--- config.mk ---
export PLATFORM = sky130hd
export DESIGN_NAME = c5mp_ram
export DESIGN_NICKNAME = d
export VERILOG_FILES = /design/src/c5mp_ram.sv
export SDC_FILE = /design/constraint.sdc
export NUM_CORES = 1
export LEC_CHECK = 0
export ABC_AREA = 1
export BUFFER_PORTS_ARGS = -buffer_cell sky130_fd_sc_hd__buf_2
export CAP_MARGIN = 40
export CORE_AREA = 8 8 168 170
export CTS_CLUSTER_SIZE = 16
export DETAILED_ROUTE_END_ITERATION = 7
export DIE_AREA = 0 0 176 178
export HOLD_SLACK_MARGIN = 0.08
export SYNTH_ARGS = -nofsm -noshare
export SYNTH_HDL_FRONTEND = slang
export SYNTH_SLANG_ARGS = --single-unit
export TNS_END_PERCENT = 10
--- constraint.sdc ---
create_clock -name clock -period 2.4 [get_ports clock]
set_clock_uncertainty 0.1 [all_clocks]
set_input_delay 0.48 -clock clock [delete_from_list [all_inputs] [get_ports clock]]
set_output_delay 0.48 -clock clock [all_outputs]
set_load 0.05 [all_outputs]
--- src/c5mp_ram.sv ---
// Generic simple dual-port RAM with one write port and one registered read port.
`default_nettype none
module c5mp_ram #(
   parameter int WIDTH = 16,
   parameter int DEPTH = 16
) (
   input  wire logic                                    clock,
   input  wire logic                                    we,
   input  wire logic [(DEPTH > 1 ? $clog2(DEPTH) : 1)-1:0] waddr,
   input  wire logic [WIDTH-1:0]                        wdata,
   input  wire logic                                    re,
   input  wire logic [(DEPTH > 1 ? $clog2(DEPTH) : 1)-1:0] raddr,
   output      logic [WIDTH-1:0]                        rdata
);

   logic [WIDTH-1:0] mem_ff [DEPTH];

   always_ff @(posedge clock) begin
      if (we) begin
         mem_ff[waddr] <= wdata;
      end
      if (re) begin
         rdata <= mem_ff[raddr];
      end
   end

endmodule
`default_nettype wire

==> results of run 1 <==
==> sequential cells by signal, summed over array words and instances (netlist names) <==
name / flops
mem_ff: 256
rdata: 16
==> logic make-up (layout without fill, tap and decap cells) <==
| group | Yosys count | count (layout) | synth area share [%] |
|---|---|---|---|
| buf+inv | 249 | 319 | 9.09 |
| flops | 272 | 272 | 70.8 |
| simple gates | 553 | 553 | 20.1 |
==> final cells by class <==
class	count	area (um^2)
Clock buffer	32	737
Tap cell	335	419
Clock inverter	20	294
Timing Repair Buffer	69	503
Inverter	198	746
Multi-Input combinational cell	553	2360
Sequential cell	272	8170
Fill cell	2237	12400
==> final timing paths <==
kind / startpoint / to / slack (ns) / cells past startpoint
max: rdata[13] / rdata[13] / 0.54 / 1
min: wdata[5] / mem_ff[8][5] / 0.23 / 1
max reg2reg: mem_ff[4][15] / rdata[15] / 1.21 / 6
min reg2reg: mem_ff[11][7] / rdata[7] / 0.63 / 6
==> worst reg2reg max path, cell delays in order, from the launching register on <==
cell and delay [ns]:
edfxtp_1 0.37, inv_1 0.07, nand2_1 0.05, nand3_1 0.09, nand3_1 0.09, nand3_1 0.12, nand2_1 0.07
==> power breakdown <==
group | switching (mW) | total (mW) | leakage [nW] | internal [mW]
Sequential | 0.0320 | 5.38 | 2.47 | 5.35
Combinational | 0.508 | 0.692 | 2.65 | 0.183
Clock | 1.75 | 4.80 | 0.509 | 3.05
==> through the flow <==
step	power [mW]	utilization, %	hold WS [ns]	worst slack [ns]
3_3_place_gp	6.17	47.6	0.616	0.480
6_report	10.9	51.7	0.225	0.544
4_1_cts	10.9	51.7	0.206	0.551
2_1_floorplan	5.92	-	0.479	0.520
5_1_grt	11.2	51.7	0.216	0.515
3_5_place_dp	6.18	47.6	0.623	0.472
==> cell usage in the layout, fill, tap and decap left out, types with 3 or more instances in the layout <==
master     synthesis  routed
buf_12             0       7
nand2_1          341     341
bufinv_16          0       8
nor2_2             0      16
inv_1            196     196
clkbuf_1          10       3
clkinv_1           0       5
clkinv_2           0       7
clkbuf_16          0      29
nand3_1          193     193
buf_2             19      41
buf_4             18      21
edfxtp_1         272     272
==> layer usage <==
layer  wire (um)  GRT usage (%)
met2       12700           28.4
met4         627           5.40
met5          13              0
met1       12400           24.5
met3        1650           2.62
==> impl_metrics.yaml, run 1 <==
finish:
  syn_to_final_growth_pct: 14.6
  final_cells: 1479
  final_area_mm2: 0.0132
  insertedDiodeCount: 0
  nets: 1149
  drive_gt1_share_pct: 11.5
yosys:
  synth_area_per_cell_um2: 10.7
  synth_cell_types: 12
  netlist_top_cells_area: "edfxtp_1 71%, nand2_1 11%, nand3_1 8.4%, inv_1 6.4%, buf_4 1.2%"
  syn-cell-area_mm2: 0.0115
  synth_common_cells: "341 x nand2_1, 272 x edfxtp_1, 196 x inv_1, 193 x nand3_1, 19 x buf_2"
  yosysMostFrequentCell: "nand2_1"
  synth_seq_cells: 272
  ys_seq_area_share_pct: 70.8
  synth_top_area_share_pct: 70.8
  synth_area_leader_cell: "edfxtp_1"
  synthArstFlopShare_pct: 0
  synth_edf_count: 272
  synth_warnings: 0
  synth-main-ff-cell: "edfxtp_1"
  synth_cells: 1074
  synth_nets: 1101
sta:
  fin_crit_ns: 1.86
  relSlewSlack_pct: 45.6
  fin_setup_tns_ns: 0
  hold_viol: 0
  setup_viol: 0
  rsz0062_at_grt: "false"
  finalCritPeriodShare_pct: 77.4
  drv_slew: 0
  worstMarginPinSlew_ns: 0.815
  fmax_mhz: 539
clock_network:
  clock_path_buffers: 3
  numCtsBuffers: 28
  ctsHoldBuffers: 0
  clock_latency_ns: 0.53
  cts_setup_buffers: 0
  root_buffer: "clkbuf_16"
  cts_resized: 0
  htreeDepth: 1
  cts_tree: "done"
  cts.clk_slew.worst_paths_ns: 0.06
  cts.sinks: 272
floorplan:
  ios: 43
  start_util_pct: 45.1
  die_w_um: 176
  dieHeight_um: 178
  coreArea_mm2: 0.0256
  die_area_mm2: 0.0313
  fp-row-count: 59
power_and_ir_drop:
  ir_worst_vdd_uv: 447
  leakagePower_nw: 5.63
  power.density_mw_per_mm2: 822
route:
  viasPerCell: 4.99
  wl_um: 27400
  dr_total_vias: 7373
  drc_errors: 0
  dr.pass1.iters: 4
  drt_iter0_markers: 611
  wl_per_cell_um: 18.6
  antenna_left: 0
worst_setup_path:
  cp.buffers_inverters: 1
  cp-start-kind: "flip-flop"
  crit_type: "flip-flop to primary output"
  cp-end-kind: "primary output"
  critPathArrivalTime_ns: 1.28
  crit_family: "flip-flops"
  crit_chain: "buf_2"
  path_max_fanout: 1
  required_ns: 1.82
  critPathSlowestCell: "edfxtp_1"
  cpPeakStageDelay_ns: 0.44
worst_hold_path:
  min_path_type: "input port to flip-flop"
place:
  placed_area_mm2: 0.0122
  io_buffers: 42
  gp_congestion: 0.755
  detailed_place_hpwl_um: 14000
  placedCellCount: 1427
run_status:
  status: "complete, no violations"
grt:
  antenna_found_initial: 3
  grt_max_degree: 66
  grt_pass1_vias: 7108
  gr-total-overflow: 0
  grt_first_pass_wirelength_um: 42000
  track_usage_pct: 17.7
run:
  max_cap_violations: 0
Note: power is estimated with default switching activity, not from simulation.
==> run 2, diff against run 1 <==
==> constraint.sdc (replaced) <==
create_clock -name clock -period 1.6 [get_ports clock]
set_clock_uncertainty 0.1 [all_clocks]
set_input_delay 0.32 -clock clock [delete_from_list [all_inputs] [get_ports clock]]
set_output_delay 0.32 -clock clock [all_outputs]
set_load 0.05 [all_outputs]
==> run 2 against run 1 <==
- the flow now finishes with violations (negative setup slack)
- core utilization is 1.4 points higher
- clock power is 22% higher
- total power increased by 39%
- setup slack lost 0.55 ns
- worst hold slack lost 0.13 ns
- count of clock-buffer cells in the layout is the same
- first-iteration DRC count is 26% higher
- sequential cell count did not move
- non-clock buffer count is 29 higher
- critical path type unchanged
==> impl_metrics.yaml, run 2 (synthesis gave the netlist of run 1 again) <==
run_status:
  status: "finished with violations"
  violations: "negative setup slack"
worst_setup_path:
  cp-start-kind: "flip-flop"
  critPathSlowestCell: "edfxtp_1"
  crit_chain: "buf_6"
  required_ns: 1.18
  reg2reg_slack_ns: 0.41
  crit_cells: 1
  cp-end-kind: "primary output"
  cp.buffers_inverters: 1
  crit_type: "flip-flop to primary output"
  crit_family: "flip-flops"
  crit_start: "rdata[3]"
  critPathArrivalTime_ns: 1.18
  cpPeakStageDelay_ns: 0.47
  critical_path.reg2reg.startpoint: "mem_ff[5][5]"
  reg2regPathDepth: 6
  path_max_fanout: 1
run:
  max_cap_violations: 0
sta:
  worstMarginPinSlew_ns: 0.322
  rsz0062_at_grt: "true"
  fmax_mhz: 623
  fin_crit_ns: 1.60
  relSlewSlack_pct: 78.5
  setup_viol: 1
  finalCritPeriodShare_pct: 100
  worst_slack_ns: -0.00449
  drv_slew: 0
  hold_viol: 0
floorplan:
  die_area_mm2: 0.0313
  die_w_um: 176
  dieHeight_um: 178
  start_util_pct: 45.1
  ios: 43
  coreArea_mm2: 0.0256
  fp-row-count: 59
grt:
  track_usage_pct: 17.7
  grt_pass1_vias: 7157
  grt_max_degree: 44
  gr-total-overflow: 0
  antenna_found_initial: 0
  grt_first_pass_wirelength_um: 42300
clock_network:
  clock_path_buffers: 3
  cts.sinks: 272
  htreeDepth: 1
  cts.clk_slew.worst_paths_ns: 0.06
  clock_latency_ns: 0.53
  cts_tree: "done"
  numCtsBuffers: 27
  root_buffer: "clkbuf_16"
  cts_setup_buffers: 0
finish:
  final_common_cell: "nand2_1"
  insertedDiodeCount: 0
  nets: 1177
  largest-register: "mem_ff"
  top_regs: "mem_ff (256), rdata (16)"
  final_cell_mix: "341 x nand2_1, 272 x edfxtp_1, 196 x inv_1, 193 x nand3_1, 35 x buf_2"
  syn_to_final_growth_pct: 17.9
  drive_gt1_share_pct: 12.1
  final_area_mm2: 0.0136
  largest_reg_flops: 256
power_and_ir_drop:
  ir_worst_vdd_uv: 683
  finalPower_mw: 15.1
  intPower_mw: 11.8
  clock_power_share_pct: 38.8
  switchingPower_mw: 3.32
  power.share.sequential_pct: 53.4
  pwr-share-comb_pct: 7.8
  switching_share_pct: 22.0
  power.density_mw_per_mm2: 1110
  leakagePower_nw: 5.75
route:
  wl_per_cell_um: 18.3
  highest_layer: "met4"
  dr_wl_met2_um: 12600
  viasPerCell: 4.95
  wl_met3_um: 1770
  dr_total_vias: 7428
  wl_um: 27500
  drc_errors: 0
  met1_length_um: 12700
  antenna_left: 0
  drt_iter0_markers: 767
  dr.pass1.iters: 7
worst_hold_path:
  min_from: "wdata[1]"
  min_path_type: "input port to flip-flop"
  hold_depth: 1
place:
  gp_congestion: 0.762
  detailed_place_hpwl_um: 15900
  io_buffers: 42
  placed_area_mm2: 0.0127
-- run 2: area by class of cell --
type | instances | area [um^2]
multi-input cells | 553 | 2360
clock inverters | 14 | 109
repair buffers | 98 | 1100
inverters | 198 | 746
clock buffers | 32 | 694
well taps | 335 | 419
fillers | 2184 | 12000
flip-flops and latches | 272 | 8170
-- run 2: final timing paths --
| path | end |
|---|---|
| hold reg to reg | rdata[0] |
| setup reg to reg | rdata[5] |
| setup / recovery | rdata[3] |
| hold / removal | mem_ff[14][1] |
-- run 2: timing repair --
action	CTS	global route
endpoints found under the setup margin	6	4
hold endpoints to repair	94	0
hold buffers	7	0
gates cloned	0	0
resized for setup	10	2
-- run 2: worst register-to-register path, delay by kind of cell (launching register included) --
kind / cells / cell delay, ns
DFF: 1 / 0.36
and+or+nand+nor: 6 / 0.49
-- run 2: power by group through the flow --
| stage | clock network [mW] | logic, mW | registers [mW] |
|---|---|---|---|
| 3_5_place_dp | 0 | 1.15 | 8.22 |
| 3_3_place_gp | 0 | 1.14 | 8.22 |
| 6_report | 5.86 | 1.17 | 8.08 |
| 4_1_cts | 5.97 | 1.18 | 8.08 |
| 2_1_floorplan | 0 | 0.538 | 8.34 |
| 5_1_grt | 6.22 | 1.29 | 8.09 |
-- run 2: layer usage --
layer  track usage (%)  up-vias
met5                 0        -
met4              4.13        0
met3              2.67       31
met2              28.1      218
met1              25.5     3546
li1                  -     3633
-- run 2: through the flow --
stage               instances  hold slack [ns]  setup WS [ns]  setup TNS, ns  utilization, %
CTS                      1502           0.0809       -0.00548       -0.00548            53.1
global placement         1449            0.610        0.00117              0            49.5
detailed placement       1449            0.615        -0.0106        -0.0274            49.5
global route             1502           0.0937        -0.0227        -0.0247            53.1
finish                   1502           0.0912       -0.00449       -0.00449            53.1
floorplan                1074            0.319         -0.120         -24.84               -
==> run 3, diff against run 2 <==
--- a/config.mk
+++ b/config.mk
@@ -8,10 +8,10 @@
 export ABC_AREA = 1
 export BUFFER_PORTS_ARGS = -buffer_cell sky130_fd_sc_hd__buf_2
 export CAP_MARGIN = 40
-export CORE_AREA = 8 8 168 170
+export CORE_AREA = 8 8 179 181
 export CTS_CLUSTER_SIZE = 16
 export DETAILED_ROUTE_END_ITERATION = 7
-export DIE_AREA = 0 0 176 178
+export DIE_AREA = 0 0 187 189
 export HOLD_SLACK_MARGIN = 0.08
 export SYNTH_ARGS = -nofsm -noshare
 export SYNTH_HDL_FRONTEND = slang
==> run 3 against run 2 <==
- first-iteration DRC count down 12%
- routed wire length up 3.2%
- non-clock buffer count grew 9
- the flow still finishes with violations (negative setup slack)
- count of clock-buffer cells in the layout is 2 lower
- critical path type unchanged
==> impl_metrics.yaml, run 3 (synthesis gave the netlist of run 1 again) <==
clock_network:
  cts.sinks: 272
  cts.clk_slew.worst_paths_ns: 0.06
  root_buffer: "clkbuf_16"
  numCtsBuffers: 28
  htreeDepth: 1
  cts_setup_buffers: 0
  cts_tree: "done"
  clock_latency_ns: 0.54
  clock_path_buffers: 3
place:
  detailed_place_hpwl_um: 16400
  io_buffers: 42
  gp_congestion: 0.757
  placed_area_mm2: 0.0126
route:
  dr.pass1.iters: 5
  drt_iter0_markers: 675
  drc_errors: 0
  wl_per_cell_um: 18.1
  dr_total_vias: 7481
  wl_um: 28400
  viasPerCell: 4.76
  antenna_left: 0
worst_hold_path:
  min_path_type: "input port to flip-flop"
worst_setup_path:
  cp-start-kind: "flip-flop"
  critPathArrivalTime_ns: 1.22
  crit_family: "flip-flops"
  crit_type: "flip-flop to primary output"
  path_max_fanout: 1
  cp-end-kind: "primary output"
  crit_chain: "buf_6"
  cpPeakStageDelay_ns: 0.48
  required_ns: 1.18
  critPathSlowestCell: "edfxtp_1"
  cp.buffers_inverters: 1
floorplan:
  coreArea_mm2: 0.0292
  ios: 43
  die_w_um: 187
  start_util_pct: 39.5
  die_area_mm2: 0.0353
  dieHeight_um: 189
  fp-row-count: 63
grt:
  grt_max_degree: 65
  grt_pass1_vias: 7440
  grt_first_pass_wirelength_um: 43900
  antenna_found_initial: 0
  track_usage_pct: 15.9
  gr-total-overflow: 0
finish:
  largest_reg_flops: 256
  drive_gt1_share_pct: 13.0
  nets: 1187
  final_common_cell: "nand2_1"
  syn_to_final_growth_pct: 19.3
  insertedDiodeCount: 0
  final_area_mm2: 0.0138
  largest-register: "mem_ff"
  top_regs: "mem_ff (256), rdata (16)"
  utilization_pct: 47.1
  final_cell_mix: "341 x nand2_1, 272 x edfxtp_1, 196 x inv_1, 193 x nand3_1, 33 x buf_2"
sta:
  worst_slack_ns: -0.0437
  worstMarginPinSlew_ns: 0.368
  drv_slew: 0
  setup_viol: 2
  rsz0062_at_grt: "true"
  finalCritPeriodShare_pct: 103
  fmax_mhz: 608
  relSlewSlack_pct: 75.5
  fin_crit_ns: 1.64
  hold_viol: 0
power_and_ir_drop:
  finalPower_mw: 15.8
  switchingPower_mw: 3.52
  switching_share_pct: 22.2
  ir_worst_vdd_uv: 739
  leakagePower_nw: 5.83
  power.density_mw_per_mm2: 1150
  intPower_mw: 12.3
  pwr-share-comb_pct: 7.3
  clock_power_share_pct: 41.7
  power.share.sequential_pct: 51.0
run_status:
  status: "finished with violations"
  violations: "negative setup slack"
run:
  max_cap_violations: 0
## run 3: path summary, 6_finish.rpt
| check | endpoint | depth (start not counted) | slack (ns) | startpoint |
|---|---|---|---|---|
| worst max-delay path | rdata[5] | 1 | -0.04 | rdata[5] |
| worst min-delay path | mem_ff[12][3] | 1 | 0.11 | wdata[3] |
| worst max register to register | rdata[8] | 6 | 0.41 | mem_ff[5][8] |
| worst min register to register | rdata[12] | 6 | 0.63 | mem_ff[14][12] |
## run 3: stage by stage
| step | setup slack, ns | cells | hold slack [ns] | TNS (ns) |
|---|---|---|---|---|
| floorplan | -0.120 | 1074 | 0.319 | -24.84 |
| global placement | -0.0300 | 1505 | 0.612 | -0.0593 |
| detailed placement | -0.0508 | 1505 | 0.619 | -0.181 |
| CTS | -0.0451 | 1572 | 0.0871 | -0.141 |
| global route | -0.0788 | 1572 | 0.0951 | -0.185 |
| finish | -0.0437 | 1572 | 0.108 | -0.0686 |
## run 3: power groups by stage
stage                     Clock [mW]  Combinational (mW)  Sequential (mW)
final                           6.60                1.15             8.08
after global placement             0                1.10             8.22
after global routing            6.97                1.27             8.09
after CTS                       6.71                1.16             8.08
after detailed placement           0                1.11             8.22
after floorplan                    0               0.538             8.34
## run 3: timing repair
action	CTS	global route
endpoints found under the setup margin	8	7
hold endpoints to repair	208	0
hold buffers	15	0
gates resized for setup	14	2
## run 3: area by class of cell
class / count / area (um^2)
clock buffers: 30 / 729
clock inverters: 22 / 204
fillers: 2600 / 15500
inverters: 198 / 746
multi-input cells: 553 / 2360
flip-flops and latches: 272 / 8170
well taps: 390 / 488
repair buffers: 107 / 1060
## run 3: per-layer routing
layer	wire, um	track usage, %	vias to the layer above
met3	1690	3.04	50
met1	12500	20.9	3585
li1	-	-	3652
met4	660	4.28	0
met5	0	0	-
met2	13500	26.9	194
